===== config.mk =====
export PLATFORM = sky130hd
export DESIGN_NAME = chp_back
export DESIGN_NICKNAME = d
export VERILOG_FILES = /design/src/hw/rtl/chp_pkg.sv /design/src/hw/rtl/chp_back.sv
export SDC_FILE = /design/constraint.sdc
export NUM_CORES = 1
export LEC_CHECK = 0
export ABC_AREA = 1
export BUFFER_PORTS_ARGS = -buffer_cell sky130_fd_sc_hd__buf_2
export CORE_UTILIZATION = 36
export CTS_CLUSTER_DIAMETER = 30
export DETAILED_ROUTE_END_ITERATION = 7
export GPL_TIMING_DRIVEN = 0
export PLACE_DENSITY = 0.83
export SKIP_CTS_REPAIR_TIMING = 1
export SLEW_MARGIN = 0
export SYNTH_ARGS = -nofsm -noshare
export SYNTH_HDL_FRONTEND = slang
export SYNTH_SLANG_ARGS = --single-unit

===== constraint.sdc =====
create_clock -name clk -period 1.7 [get_ports clk]
set_input_delay 0.255 -clock clk [delete_from_list [all_inputs] [get_ports clk]]
set_output_delay 0.255 -clock clk [all_outputs]
set_load 0.03 [all_outputs]

===== src/hw/rtl/chp_pkg.sv =====
// Shared types, widths and constants for the compass heading core.
// No dependencies; imported by front end, CORDIC cells, back end and top level.
`default_nettype none

package chp_pkg;

    localparam int CORDIC_STEPS_DEF = 16;
    localparam int TABLE_LEN        = 24;

    localparam int BYTE_W  = 8;
    localparam int RAW_W   = 18;
    localparam int CFG_IW  = 2;
    localparam int CFG_DW  = 18;
    localparam int SCALE_W = 16;
    localparam int DIFF_W  = 19;               // raw - midscale - bias
    localparam int PROD_W  = 35;               // diff * scale, signed
    localparam int AXIS_W  = 34;               // magnitude of the scaled axis
    localparam int PRE_SH  = 24;               // CORDIC input pre-shift
    localparam int CW      = AXIS_W + PRE_SH + 4;
    localparam int ZW      = 25;               // angle accumulator, 1/65536 degree
    localparam int TAB_W   = 22;
    localparam int THETA_W = 23;
    localparam int MAG_W   = 24;
    localparam int DEG_W   = 8;
    localparam int HEAD_W  = 9;

    localparam logic [RAW_W-1:0]   MIDSCALE   = 18'd131072;
    localparam logic [SCALE_W-1:0] SCALE_ONE  = 16'd16384;
    localparam logic [THETA_W-1:0] ANG_45     = 23'd2949120;
    localparam logic [THETA_W-1:0] ANG_90     = 23'd5898240;
    localparam logic [MAG_W-1:0]   ANG_180    = 24'd11796480;
    localparam logic [HEAD_W-1:0]  FULL_TURN  = 9'd360;

    localparam logic [CFG_IW-1:0] REG_BIAS_X  = 2'd0;
    localparam logic [CFG_IW-1:0] REG_BIAS_Y  = 2'd1;
    localparam logic [CFG_IW-1:0] REG_SCALE_X = 2'd2;
    localparam logic [CFG_IW-1:0] REG_SCALE_Y = 2'd3;

    // arctan(2^-i) in 1/65536 degree, rounded to nearest
    localparam logic [TAB_W-1:0] ATAN_TAB [TABLE_LEN] = '{
        22'd2949120, 22'd1740967, 22'd919879, 22'd466945, 22'd234379, 22'd117304,
        22'd58666,   22'd29335,   22'd14668,  22'd7334,   22'd3667,   22'd1833,
        22'd917,     22'd458,     22'd229,    22'd115,    22'd57,     22'd29,
        22'd14,      22'd7,       22'd4,      22'd2,      22'd1,      22'd0
    };

    // how the first-quadrant angle is chosen at the end of the chain
    typedef enum logic [1:0] {
        ANG_CORDIC = 2'd0,
        ANG_ZERO   = 2'd1,
        ANG_RIGHT  = 2'd2,
        ANG_HALF   = 2'd3
    } ang_sel_t;

    typedef struct packed {
        logic                 vld;
        logic signed [CW-1:0] a;
        logic signed [CW-1:0] b;
        logic signed [ZW-1:0] z;
        ang_sel_t             sel;
        logic                 sx_neg;
        logic                 sy_neg;
    } cordic_t;

endpackage

`default_nettype wire


===== src/hw/rtl/chp_back.sv =====
// Back end: angle clamp, quadrant fold to whole degrees, two-entry output queue.
// Depends on chp_pkg.
`default_nettype none

module chp_back (
    input  wire logic                        clk,
    input  wire logic                        rst_n,
    input  wire chp_pkg::cordic_t            c_in,
    output logic                             adv,
    output logic                             out_valid,
    input  wire logic                        out_ready,
    output logic [chp_pkg::HEAD_W-1:0]       heading_deg
);
    import chp_pkg::*;

    logic [THETA_W-1:0] theta;
    logic [MAG_W-1:0]   mag;
    logic [DEG_W-1:0]   deg;
    logic [HEAD_W-1:0]  head;

    logic [1:0]        cnt_reg, cnt_next;
    logic [HEAD_W-1:0] slot0_reg, slot0_next, slot1_reg, slot1_next;
    logic              push, pop;

    always_comb
    begin
        case (c_in.sel)
            ANG_ZERO:  theta = '0;
            ANG_RIGHT: theta = ANG_90;
            ANG_HALF:  theta = ANG_45;
            default:
            begin
                if (c_in.z[ZW-1])
                    theta = '0;
                else if (c_in.z > $signed({2'b00, ANG_90}))
                    theta = ANG_90;
                else
                    theta = c_in.z[THETA_W-1:0];
            end
        endcase

        mag  = c_in.sy_neg ? ANG_180 - {1'b0, theta} : {1'b0, theta};
        deg  = mag[MAG_W-1:MAG_W-DEG_W];
        head = (c_in.sx_neg && deg != '0) ? FULL_TURN - {1'b0, deg} : {1'b0, deg};
    end

    // pipeline moves unless both queue entries are held
    assign adv  = (cnt_reg != 2'd2);
    assign push = adv && c_in.vld;
    assign pop  = (cnt_reg != 2'd0) && out_ready;

    always_comb
    begin
        cnt_next   = cnt_reg;
        slot0_next = slot0_reg;
        slot1_next = slot1_reg;
        case (cnt_reg)
            2'd0:
            begin
                if (push)
                begin
                    slot0_next = head;
                    cnt_next   = 2'd1;
                end
            end
            2'd1:
            begin
                if (push && pop)
                    slot0_next = head;
                else if (push)
                begin
                    slot1_next = head;
                    cnt_next   = 2'd2;
                end
                else if (pop)
                    cnt_next = 2'd0;
            end
            2'd2:
            begin
                if (pop)
                begin
                    slot0_next = slot1_reg;
                    cnt_next   = 2'd1;
                end
            end
            default: cnt_next = 2'd0;
        endcase
    end

    always_ff @(posedge clk or negedge rst_n)
    begin
        if (!rst_n)
            cnt_reg <= 2'd0;
        else
            cnt_reg <= cnt_next;
    end

    always_ff @(posedge clk)
    begin
        slot0_reg <= slot0_next;
        slot1_reg <= slot1_next;
    end

    assign out_valid   = (cnt_reg != 2'd0);
    assign heading_deg = slot0_reg;

endmodule

`default_nettype wire


==> summary.txt <==
Route
  • DR WL/cell: 11.1 um
  • Via density per instance: 4.71
  • Final WL: 3740 um
  • Remaining antenna violation count: 0
  • Iter 0 DRT Violations: 80
  • Drt pass-1 iters: 4
  • DRC errors left: 0
  • Via count: 1588

Setup path
  • CP Capture Type: flop
  • Critical Path AT: 2310 ps
  • Worst R2R Setup Slack: 180 ps
  • Crit-path cells: buf_2 > nor2_1 > nand2_1 > nor2_2 > nand3_2 > nand2_4 > buf_4 > nand2_2 > nand2_2 > nand2_4 > xnor2_1 > inv_2 > ha_4 > nand3_4 > nor2_4 > nand3_4 > nor2_4 > nor2_4 > nand2_1 > nand2_2 > nand2_1 > nand2_1
  • Worst path required time: 1710 ps
  • CP Max Fanout: 6
  • Worst setup SP type: primary input
  • Crit path kind: primary input to flop
  • Critical Path Max Stage Delay: 160 ps
  • Slowest-stage cell, CP: ha_4
  • Most frequent CP cell: nand2_1

Layout
  • Fin area: 2290 um^2
  • Final core occ: 0.526
  • Fillers: 383
  • N_diodes: 0
  • Area Growth Syn to Fin: 39.7%
  • Net count, final: 444
  • Layout cell share with drive strength beyond 1: 0.449

Timing
  • Final Setup Violations: 16
  • Slew headroom: 0.543
  • Setup slack after layout: -599 ps
  • Fmax: 435 MHz
  • Setup TNS: -7090 ps
  • Max-slew violation count: 0
  • Fin Hold WS: 210 ps
  • RSZ-0062 raised after global routing: true
  • Crit path time final: 2300 ps
  • Period utilization: 1.35
  • Final Hold Viols: 0
  • Worst Tran Pin Value: 684 ps
  • Clock skew: 7.31 ps

Synth
  • Yosys cell types: 30
  • Synth warn: 0
  • Post-synth top area cell: edfxtp_1
  • Post-synthesis register bit count: 20
  • Most common cell in the synthesized netlist: nand2_1
  • Post-Synthesis Cells: 231
  • Area contributors post-synth: edfxtp_1 33%, nand2_1 17%, inv_1 6.6%, nor2_1 5.9%, nand3_1 5.5%
  • Synth top area share: 0.330
  • Post-Synthesis Cell Area: 1640 um^2
  • Ys async rst share: 0.100
  • EDFF count, synth: 18
  • Commonest cells in the netlist: 73 x nand2_1, 29 x inv_1, 26 x nor2_1
  • Post-Syn Nets: 389
  • Syn_area_per_cell: 7.10 um^2
  • Top FF cell, synth: edfxtp_1
  • Seq/Total Area, Yosys: 0.360

Floorplanning
  • Die Footprint: 4830 um^2
  • IO Pins: 168
  • # rows: 24
  • Die width: 69.5 um
  • Core area: 4350 um^2
  • Initial Util: 0.377
  • DIE HEIGHT: 69.5 um

Global route
  • GRT Total Usage: 0.140
  • Vias in the first global route: 1401
  • GRT Residual Overflow: 0
  • Global-route wire length before repair: 5710 um
  • Number of antenna violations at the first check in global routing: 0
  • Largest net degree at the start of global routing: 13

Place
  • Port bufs: 43
  • Gpl congestion: 0.780
  • Dpl cell area: 1970 um^2
  • Final HPWL DP: 2760 um

CTS
  • # clock sinks: 20
  • Worst skew pair latency: 260 ps
  • Clock transition at the registers of the reported paths: 80 ps
  • CTS Root Cell: clkbuf_8
  • H-tree Lvls: 1
  • Max clock buf depth: 2
  • CTS tree: done
  • CTS Buf Count: 3

Power and ir drop
  • Max VDD drop: 521 uV
  • Internal Power: 1.36 mW
  • Reg power frac: 0.343
  • Sw Pwr: 0.875 mW
  • PwrDens: 976 nW/um^2
  • Comb pwr share: 0.447
  • P_leak: 1.08 nW
  • Switching Fraction: 0.391
  • Clock share of power: 0.210

Hold path
  • Hold WC Path Type: primary input to flop

Run
  • Max Cap Violations: 0

Outcome
  • Violated checks: negative setup slack
  • Status: finished with violations
## cell type report
type                    count  area [um^2]  area share
inverters                  34          128      0.0557
plain buffers               3         13.8     0.00601
well taps                  52         65.1      0.0284
clock inverters             1         30.0      0.0131
clock buffers               3         41.3      0.0180
flip-flops and latches     20          591       0.258
repair buffers             50          327       0.143
multi-input cells         174         1100       0.478
## critical path, delay by kind of cell
family / cells / cell delay, ps
and+or+nand+nor: 17 / 1410
buffers and inverters: 3 / 330
adders and majority gates: 1 / 160
xor gates and xnor gates: 1 / 140
## kinds of logic (layout without fill, tap and decap cells)
| logic type | count (synthesis) | after routing | synth area share |
|---|---|---|---|
| AND/OR/NAND/NOR | 153 | 153 | 0.455 |
| buffers and inverters | 37 | 91 | 0.0862 |
| flip-flops | 20 | 20 | 0.360 |
| AO/OA/AOI/OAI | 16 | 16 | 0.0694 |
| XOR/XNOR | 4 | 4 | 0.0214 |
| adder cells (fa/ha/maj) | 1 | 1 | 0.00763 |
## path summary, 6_finish.rpt
check | from | endpoint | cells past startpoint
max | c_in[22] | heading_deg[3] | 22
min | out_ready | cnt_reg[1] | 2
max reg2reg | cnt_reg[0] | slot1_reg[2] | 4
min reg2reg | slot1_reg[4] | heading_deg[4] | 2
max in group asynchronous | rst_n | cnt_reg[0] | 2
min in group asynchronous | rst_n | cnt_reg[1] | 2
## through the flow
stage	setup WS, ps	power (mW)	instances
2_1_floorplan	-596	1.43	231
3_3_place_gp	-876	1.65	326
3_5_place_dp	-935	1.68	326
4_1_cts	-681	2.15	330
5_1_grt	-778	2.37	337
6_report	-599	2.24	337
## routing by layer
metal  part of all wire  GRT usage
met4             0.0056     0.0363
met2               0.59      0.273
met3              0.022     0.0102
met5                  0          0
met1               0.38      0.161
## power groups by stage
stage          clock [mW]  sequential, mW  combinational (mW)
3_5_place_dp            0           0.781               0.899
3_3_place_gp            0           0.776               0.877
5_1_grt             0.495           0.781                1.09
6_report            0.470           0.767                1.00
4_1_cts             0.471           0.772               0.904
2_1_floorplan           0           0.969               0.459
## cell usage in the layout, fill, tap and decap left out
cell,instances
o21ai_1,3
nand3_2,6
dlygate4sd3_1,1
xor2_1,2
nand3_4,2
inv_1,27
o21ai_0,2
buf_4,5
xnor2_1,2
dfrtp_1,2
o22ai_1,1
nand3_1,14
buf_6,7
buf_12,1
clkbuf_1,1
o211ai_1,2
nand2_2,20
o21ai_4,1
a31oi_1,2
a21oi_2,1
a31o_2,1
o21bai_4,1
and2_4,1
nand2_1,63
nand2_4,9
buf_2,38
nor2_2,8
a21oi_1,2
clkbuf_8,3
inv_2,7
nor2_1,13
nand4_1,2
bufinv_16,1
or2_4,1
nor2_4,14
ha_4,1
edfxtp_1,18
Power figures use the tool's default switching activity.
