## src/hw/rtl/chp_pkg.sv

```systemverilog
// Shared types, widths and constants for the compass heading core.
// No dependencies; imported by front end, CORDIC cells, back end and top level.
`default_nettype none

package chp_pkg;

    localparam int CORDIC_STEPS_DEF = 16;
    localparam int TABLE_LEN        = 24;

    localparam int BYTE_W  = 8;
    localparam int RAW_W   = 18;
    localparam int CFG_IW  = 2;
    localparam int CFG_DW  = 18;
    localparam int SCALE_W = 16;
    localparam int DIFF_W  = 19;               // raw - midscale - bias
    localparam int PROD_W  = 35;               // diff * scale, signed
    localparam int AXIS_W  = 34;               // magnitude of the scaled axis
    localparam int PRE_SH  = 24;               // CORDIC input pre-shift
    localparam int CW      = AXIS_W + PRE_SH + 4;
    localparam int ZW      = 25;               // angle accumulator, 1/65536 degree
    localparam int TAB_W   = 22;
    localparam int THETA_W = 23;
    localparam int MAG_W   = 24;
    localparam int DEG_W   = 8;
    localparam int HEAD_W  = 9;

    localparam logic [RAW_W-1:0]   MIDSCALE   = 18'd131072;
    localparam logic [SCALE_W-1:0] SCALE_ONE  = 16'd16384;
    localparam logic [THETA_W-1:0] ANG_45     = 23'd2949120;
    localparam logic [THETA_W-1:0] ANG_90     = 23'd5898240;
    localparam logic [MAG_W-1:0]   ANG_180    = 24'd11796480;
    localparam logic [HEAD_W-1:0]  FULL_TURN  = 9'd360;

    localparam logic [CFG_IW-1:0] REG_BIAS_X  = 2'd0;
    localparam logic [CFG_IW-1:0] REG_BIAS_Y  = 2'd1;
    localparam logic [CFG_IW-1:0] REG_SCALE_X = 2'd2;
    localparam logic [CFG_IW-1:0] REG_SCALE_Y = 2'd3;

    // arctan(2^-i) in 1/65536 degree, rounded to nearest
    localparam logic [TAB_W-1:0] ATAN_TAB [TABLE_LEN] = '{
        22'd2949120, 22'd1740967, 22'd919879, 22'd466945, 22'd234379, 22'd117304,
        22'd58666,   22'd29335,   22'd14668,  22'd7334,   22'd3667,   22'd1833,
        22'd917,     22'd458,     22'd229,    22'd115,    22'd57,     22'd29,
        22'd14,      22'd7,       22'd4,      22'd2,      22'd1,      22'd0
    };

    // how the first-quadrant angle is chosen at the end of the chain
    typedef enum logic [1:0] {
        ANG_CORDIC = 2'd0,
        ANG_ZERO   = 2'd1,
        ANG_RIGHT  = 2'd2,
        ANG_HALF   = 2'd3
    } ang_sel_t;

    typedef struct packed {
        logic                 vld;
        logic signed [CW-1:0] a;
        logic signed [CW-1:0] b;
        logic signed [ZW-1:0] z;
        ang_sel_t             sel;
        logic                 sx_neg;
        logic                 sy_neg;
    } cordic_t;

endpackage

`default_nettype wire

```

## src/hw/rtl/chp_front.sv

```systemverilog
// Front end: configuration registers, axis rebuild, offset removal, scale and
// CORDIC set-up over three stages. Depends on chp_pkg.
`default_nettype none

module chp_front (
    input  wire logic                         clk,
    input  wire logic                         rst_n,
    input  wire logic                         cfg_we,
    input  wire logic [chp_pkg::CFG_IW-1:0]   cfg_index,
    input  wire logic [chp_pkg::CFG_DW-1:0]   cfg_data,
    input  wire logic                         in_valid,
    input  wire logic [chp_pkg::BYTE_W-1:0]   x_high_byte,
    input  wire logic [chp_pkg::BYTE_W-1:0]   x_low_byte,
    input  wire logic [chp_pkg::BYTE_W-1:0]   y_high_byte,
    input  wire logic [chp_pkg::BYTE_W-1:0]   y_low_byte,
    input  wire logic [chp_pkg::BYTE_W-1:0]   extra_bits_byte,
    input  wire logic                         adv,
    output chp_pkg::cordic_t                  c_out
);
    import chp_pkg::*;

    logic signed [RAW_W-1:0]   bias_x_reg, bias_y_reg;
    logic        [SCALE_W-1:0] scale_x_reg, scale_y_reg;

    logic                      v1_reg, v2_reg;
    logic signed [DIFF_W-1:0]  dx_reg, dy_reg, dx_next, dy_next;
    logic signed [PROD_W-1:0]  sx_reg, sy_reg;
    logic signed [2*DIFF_W-2:0] px, py;
    cordic_t                   c_reg, c_next;

    logic [RAW_W-1:0]    rx, ry;
    logic signed [DIFF_W:0] tx, ty;
    logic [PROD_W-1:0]   nx, ny;
    logic [AXIS_W-1:0]   ax, ay;

    always_ff @(posedge clk or negedge rst_n)
    begin
        if (!rst_n)
        begin
            bias_x_reg  <= '0;
            bias_y_reg  <= '0;
            scale_x_reg <= SCALE_ONE;
            scale_y_reg <= SCALE_ONE;
        end
        else if (cfg_we)
        begin
            case (cfg_index)
                REG_BIAS_X:  bias_x_reg  <= cfg_data;
                REG_BIAS_Y:  bias_y_reg  <= cfg_data;
                REG_SCALE_X: scale_x_reg <= cfg_data[SCALE_W-1:0];
                REG_SCALE_Y: scale_y_reg <= cfg_data[SCALE_W-1:0];
                default:     ;
            endcase
        end
    end

    always_comb
    begin
        rx = {x_high_byte, x_low_byte, extra_bits_byte[7:6]};
        ry = {y_high_byte, y_low_byte, extra_bits_byte[5:4]};
        tx = $signed({2'b00, rx}) - $signed({2'b00, MIDSCALE})
             - {{2{bias_x_reg[RAW_W-1]}}, bias_x_reg};
        ty = $signed({2'b00, ry}) - $signed({2'b00, MIDSCALE})
             - {{2{bias_y_reg[RAW_W-1]}}, bias_y_reg};
        dx_next = tx[DIFF_W-1:0];
        dy_next = ty[DIFF_W-1:0];
    end

    assign px = dx_reg * $signed({1'b0, scale_x_reg});
    assign py = dy_reg * $signed({1'b0, scale_y_reg});

    always_comb
    begin
        nx = -sx_reg;
        ny = -sy_reg;
        ax = sx_reg[PROD_W-1] ? nx[AXIS_W-1:0] : sx_reg[AXIS_W-1:0];
        ay = sy_reg[PROD_W-1] ? ny[AXIS_W-1:0] : sy_reg[AXIS_W-1:0];

        c_next.vld    = v2_reg;
        c_next.a      = $signed({4'b0000, ay, {PRE_SH{1'b0}}});
        c_next.b      = $signed({4'b0000, ax, {PRE_SH{1'b0}}});
        c_next.z      = '0;
        c_next.sx_neg = sx_reg[PROD_W-1];
        c_next.sy_neg = sy_reg[PROD_W-1];
        // X zero wins over Y zero, so both zero also gives heading 0
        if (ax == '0)
            c_next.sel = ANG_ZERO;
        else if (ay == '0)
            c_next.sel = ANG_RIGHT;
        else if (ax == ay)
            c_next.sel = ANG_HALF;
        else
            c_next.sel = ANG_CORDIC;
    end

    always_ff @(posedge clk or negedge rst_n)
    begin
        if (!rst_n)
        begin
            v1_reg    <= 1'b0;
            v2_reg    <= 1'b0;
            c_reg.vld <= 1'b0;
        end
        else if (adv)
        begin
            v1_reg <= in_valid;
            v2_reg <= v1_reg;
            c_reg  <= c_next;
        end
    end

    always_ff @(posedge clk)
    begin
        if (adv)
        begin
            dx_reg <= dx_next;
            dy_reg <= dy_next;
            sx_reg <= px[PROD_W-1:0];
            sy_reg <= py[PROD_W-1:0];
        end
    end

    assign c_out = c_reg;

endmodule

`default_nettype wire

```

## config.mk

```make
export PLATFORM = sky130hd
export DESIGN_NAME = chp_front
export DESIGN_NICKNAME = d
export VERILOG_FILES = /design/src/hw/rtl/chp_pkg.sv /design/src/hw/rtl/chp_front.sv
export SDC_FILE = /design/constraint.sdc
export NUM_CORES = 2
export LEC_CHECK = 0
export ABC_AREA = 1
export BUFFER_PORTS_ARGS = -buffer_cell sky130_fd_sc_hd__buf_2
export CAP_MARGIN = 15
export CORE_MARGIN = 2
export CORE_UTILIZATION = 58
export CTS_CLUSTER_SIZE = 16
export DETAILED_ROUTE_END_ITERATION = 10
export PLACE_DENSITY = 0.79
export SLEW_MARGIN = 20
export SYNTH_ARGS = -nofsm -noshare
export SYNTH_HDL_FRONTEND = slang
export SYNTH_SLANG_ARGS = --single-unit
```

## constraint.sdc

```tcl
create_clock -name clk -period 6.1 [get_ports clk]
set_input_delay 0 -clock clk [delete_from_list [all_inputs] [get_ports clk]]
set_output_delay 0 -clock clk [all_outputs]
set_load 0.01 [all_outputs]
```

==> run metrics <==
outcome=completed; CP max FO=12; vias per cell=5.14; Hold Crit Start=y_low_byte[6]; CP bufs+invs=5; Num CTS Buffers=26; effective utilization at floorplan=58.5%; pre-CTS setup slack=0.0967 ns; critical path data required time=6.49 ns; core area=64,300 um2; Port Buf Inserts=133; Arrival @ worst endpoint=6.26 ns; Clock Latency Late Sink=0.57 ns; Synth-to-Final Area Change=8.03%; Syn Std Cell Area=37,600 um2; Via Count=29,000; Final Setup Violations=0; Worst Hold End=dy_reg[8]; count of cell types in the netlist=50; highest clock rate=170 MHz; Hold Path Depth=4; Max-slew headroom=29.1%; Largest register FFs=73; Ant. Diodes=0; Post-synth EDFFs=180; CTS Sinks=251; drt drc=0; crit path kind=reg2reg; critical path's most frequent cell=fa_1; Fin. Hold Viols=0; clk slew on worst S/H paths=0.06 ns; Worst path max stage delay=0.61 ns; critical path's slowest cell=fa_1; die height=259 um; die area=67,000 um2; Max Cap Violations=0; predominant post-synthesis flop cell=edfxtp_1; reg2reg start=dx_reg[18]; Slew @ Worst Pin=1.06 ns; DR pass1 iterations=6; worst hold path type=in2reg; initial antenna violation count=0; Nets=5,692; FF-to-FF End=sx_reg[34]; share of layout cells above drive strength 1=8.04%; Worst setup EP type=flip-flop; # fillers=5,196; min Tclk post-route=5.87 ns; clock skew=0.0287 ns; GRT Overall Usage=27.3%; setup slack after layout=0.232 ns; Syn Area/Cell=8.14 um2; largest net degree at the start of global routing=91; vias in the first global route=29,100; Iter 0 DRT Violations=2,547; wire per inst=15.9 um; R2R cell count=19; RePlAce Congestion=1.00; total wire length=89,600 um; Root Driver=clkbuf_16; CTS Buffer Depth=3; Seq/Total Area, Yosys=19.1%; gr ovfl total=0; CTS tree=done; post-synthesis async set-or-reset flop share=28.3%; Mapped Cells=4,625; DP HPWL=73,900 um; crit-path cells=buf_4 -> nand2_1 -> fa_2 -> fa_1 -> clkinvlp_4 -> buf_12 -> fa_1 -> inv_1 -> fa_1 -> inv_1 -> fa_1 -> fa_1 -> ha_1 -> a21oi_1 -> o21bai_1 -> a221oi_1 -> o21ai_0 -> a21oi_1 -> xor2_1; FF+latch count, synth=251; Period Utilization, post-route=96.2%; post-route ant nets=0; largest delay contributor family on the critical path=adder cells; H-tree levels=1; Ports=219; Slew Viols, Final=0; CP startpoint kind=flip-flop; Die Width=259 um; Yosys warning count=0; Core Rows=93; R2R setup slack=0.23 ns; global-route wire length before repair=146,000 um
==> logic make-up after synthesis <==
family / Yosys count / synth area share, %
buffers and inverters: 1516 / 16.0
and+or+nand+nor: 1577 / 17.0
AOI/OAI and AO/OA: 289 / 4.24
xor gates and xnor gates: 135 / 3.14
adders and majority gates: 855 / 40.5
other: 1 / 0.00996
muxes: 1 / 0.0299
DFF: 251 / 19.1
==> cells in the final DEF (no fill, tap or decap), types with 81 or more instances in the layout <==
cell type / Yosys / routed
conb_1: 1 / 81
buf_4: 87 / 111
ha_1: 249 / 248
o21ai_0: 103 / 102
nor2_1: 185 / 185
inv_1: 1268 / 1265
a21oi_1: 113 / 109
nand2_1: 1172 / 1172
edfxtp_1: 180 / 180
xor2_1: 83 / 83
fa_1: 606 / 603
buf_2: 4 / 131
nand3_1: 108 / 104
==> worst min-delay path, delay by kind of cell <==
family	cells	cell delay, ns
XOR/XNOR	1	0.13
adder cells (fa/ha/maj)	2	0.31
buffers and inverters	1	0.08
==> final cells by class <==
type	instances	area, um2	share of cell area [%]
multi-input cells	2938	24800	61.0
clock buffers	32	714	1.76
flip-flops and latches	251	7210	17.7
well taps	855	1070	2.63
inverters	1271	4780	11.8
repair buffers	284	1980	4.88
clock inverters	15	121	0.298
==> repair_timing <==
item                                    in CTS  in global routing
hold buffers                                32                  0
endpoints found under the setup margin       0                 21
gates resized for setup                      0                 33
endpoints found under the hold margin      166                  0
setup buffers                                0                 43
==> metrics by stage <==
stage	cell area (um2)	hold slack [ns]	setup TNS (ns)	instances	util [%]
floorplan	37900	-0.296	0	4705	-
global placement	39000	-0.150	0	5523	60.7
detailed placement	39000	-0.150	0	5523	60.7
CTS	40200	0.0804	0	5602	62.5
global route	40700	0.104	-0.0181	5646	63.2
finish	40700	0.0820	0	5646	63.2
==> metal layers <==
metal  GRT usage, %  vias up  wire length, um
met2           43.4     1331            40200
met3           4.21      191             7600
met1           38.6    13800            38500
met5              0        -                0
met4           8.96        0             3230
li1               -    13600                -
==> synthesized netlist by cell type, types with 3 or more instances <==
master       n  area share [%]
inv_1     1268              13
nand2_1   1172              12
fa_1       606              32
ha_1       249             8.3
nor2_1     185             1.8
edfxtp_1   180              14
clkbuf_1   153             1.5
a21oi_1    113             1.5
nand3_1    108             1.4
o21ai_0    103             1.4
buf_4       87             1.7
xor2_1      83             1.9
dfrtp_1     69             4.6
xnor2_1     52             1.2
nand4_1     33            0.55
o21ai_1     18            0.24
nor3_1      17            0.23
nor2_2      14            0.23
a31oi_1     13            0.22
nand3b_1    13            0.26
nand2_2     12            0.20
a21o_1       7            0.14
nand3_2      6            0.16
a21boi_0     5            0.10
o21a_1       5            0.10
o21bai_1     5            0.10
a21oi_2      4           0.093
buf_2        4           0.053
nor2_4       4            0.12
o21ai_2      4           0.093
nor3_2       3           0.080
nor4_1       3           0.050
o211ai_1     3           0.060
o31ai_1      3           0.060
==> worst max-delay path by stage <==
stage	endpoint	from	slack, ns	cells past startpoint
after detailed placement	sy_reg[34]	dy_reg[18]	0.1	17
after global placement	sy_reg[34]	dy_reg[15]	0.20	19
after CTS	sy_reg[34]	dy_reg[18]	0.11	17
after global routing	sy_reg[33]	dy_reg[11]	-0.01	23
final	sx_reg[34]	dx_reg[18]	0.23	19
after floorplan	sy_reg[32]	dy_reg[18]	0.13	21
Power is left out: the tool's default activity adds up to more than one toggle a clock period on the data nets, which glitch-free logic cannot reach.
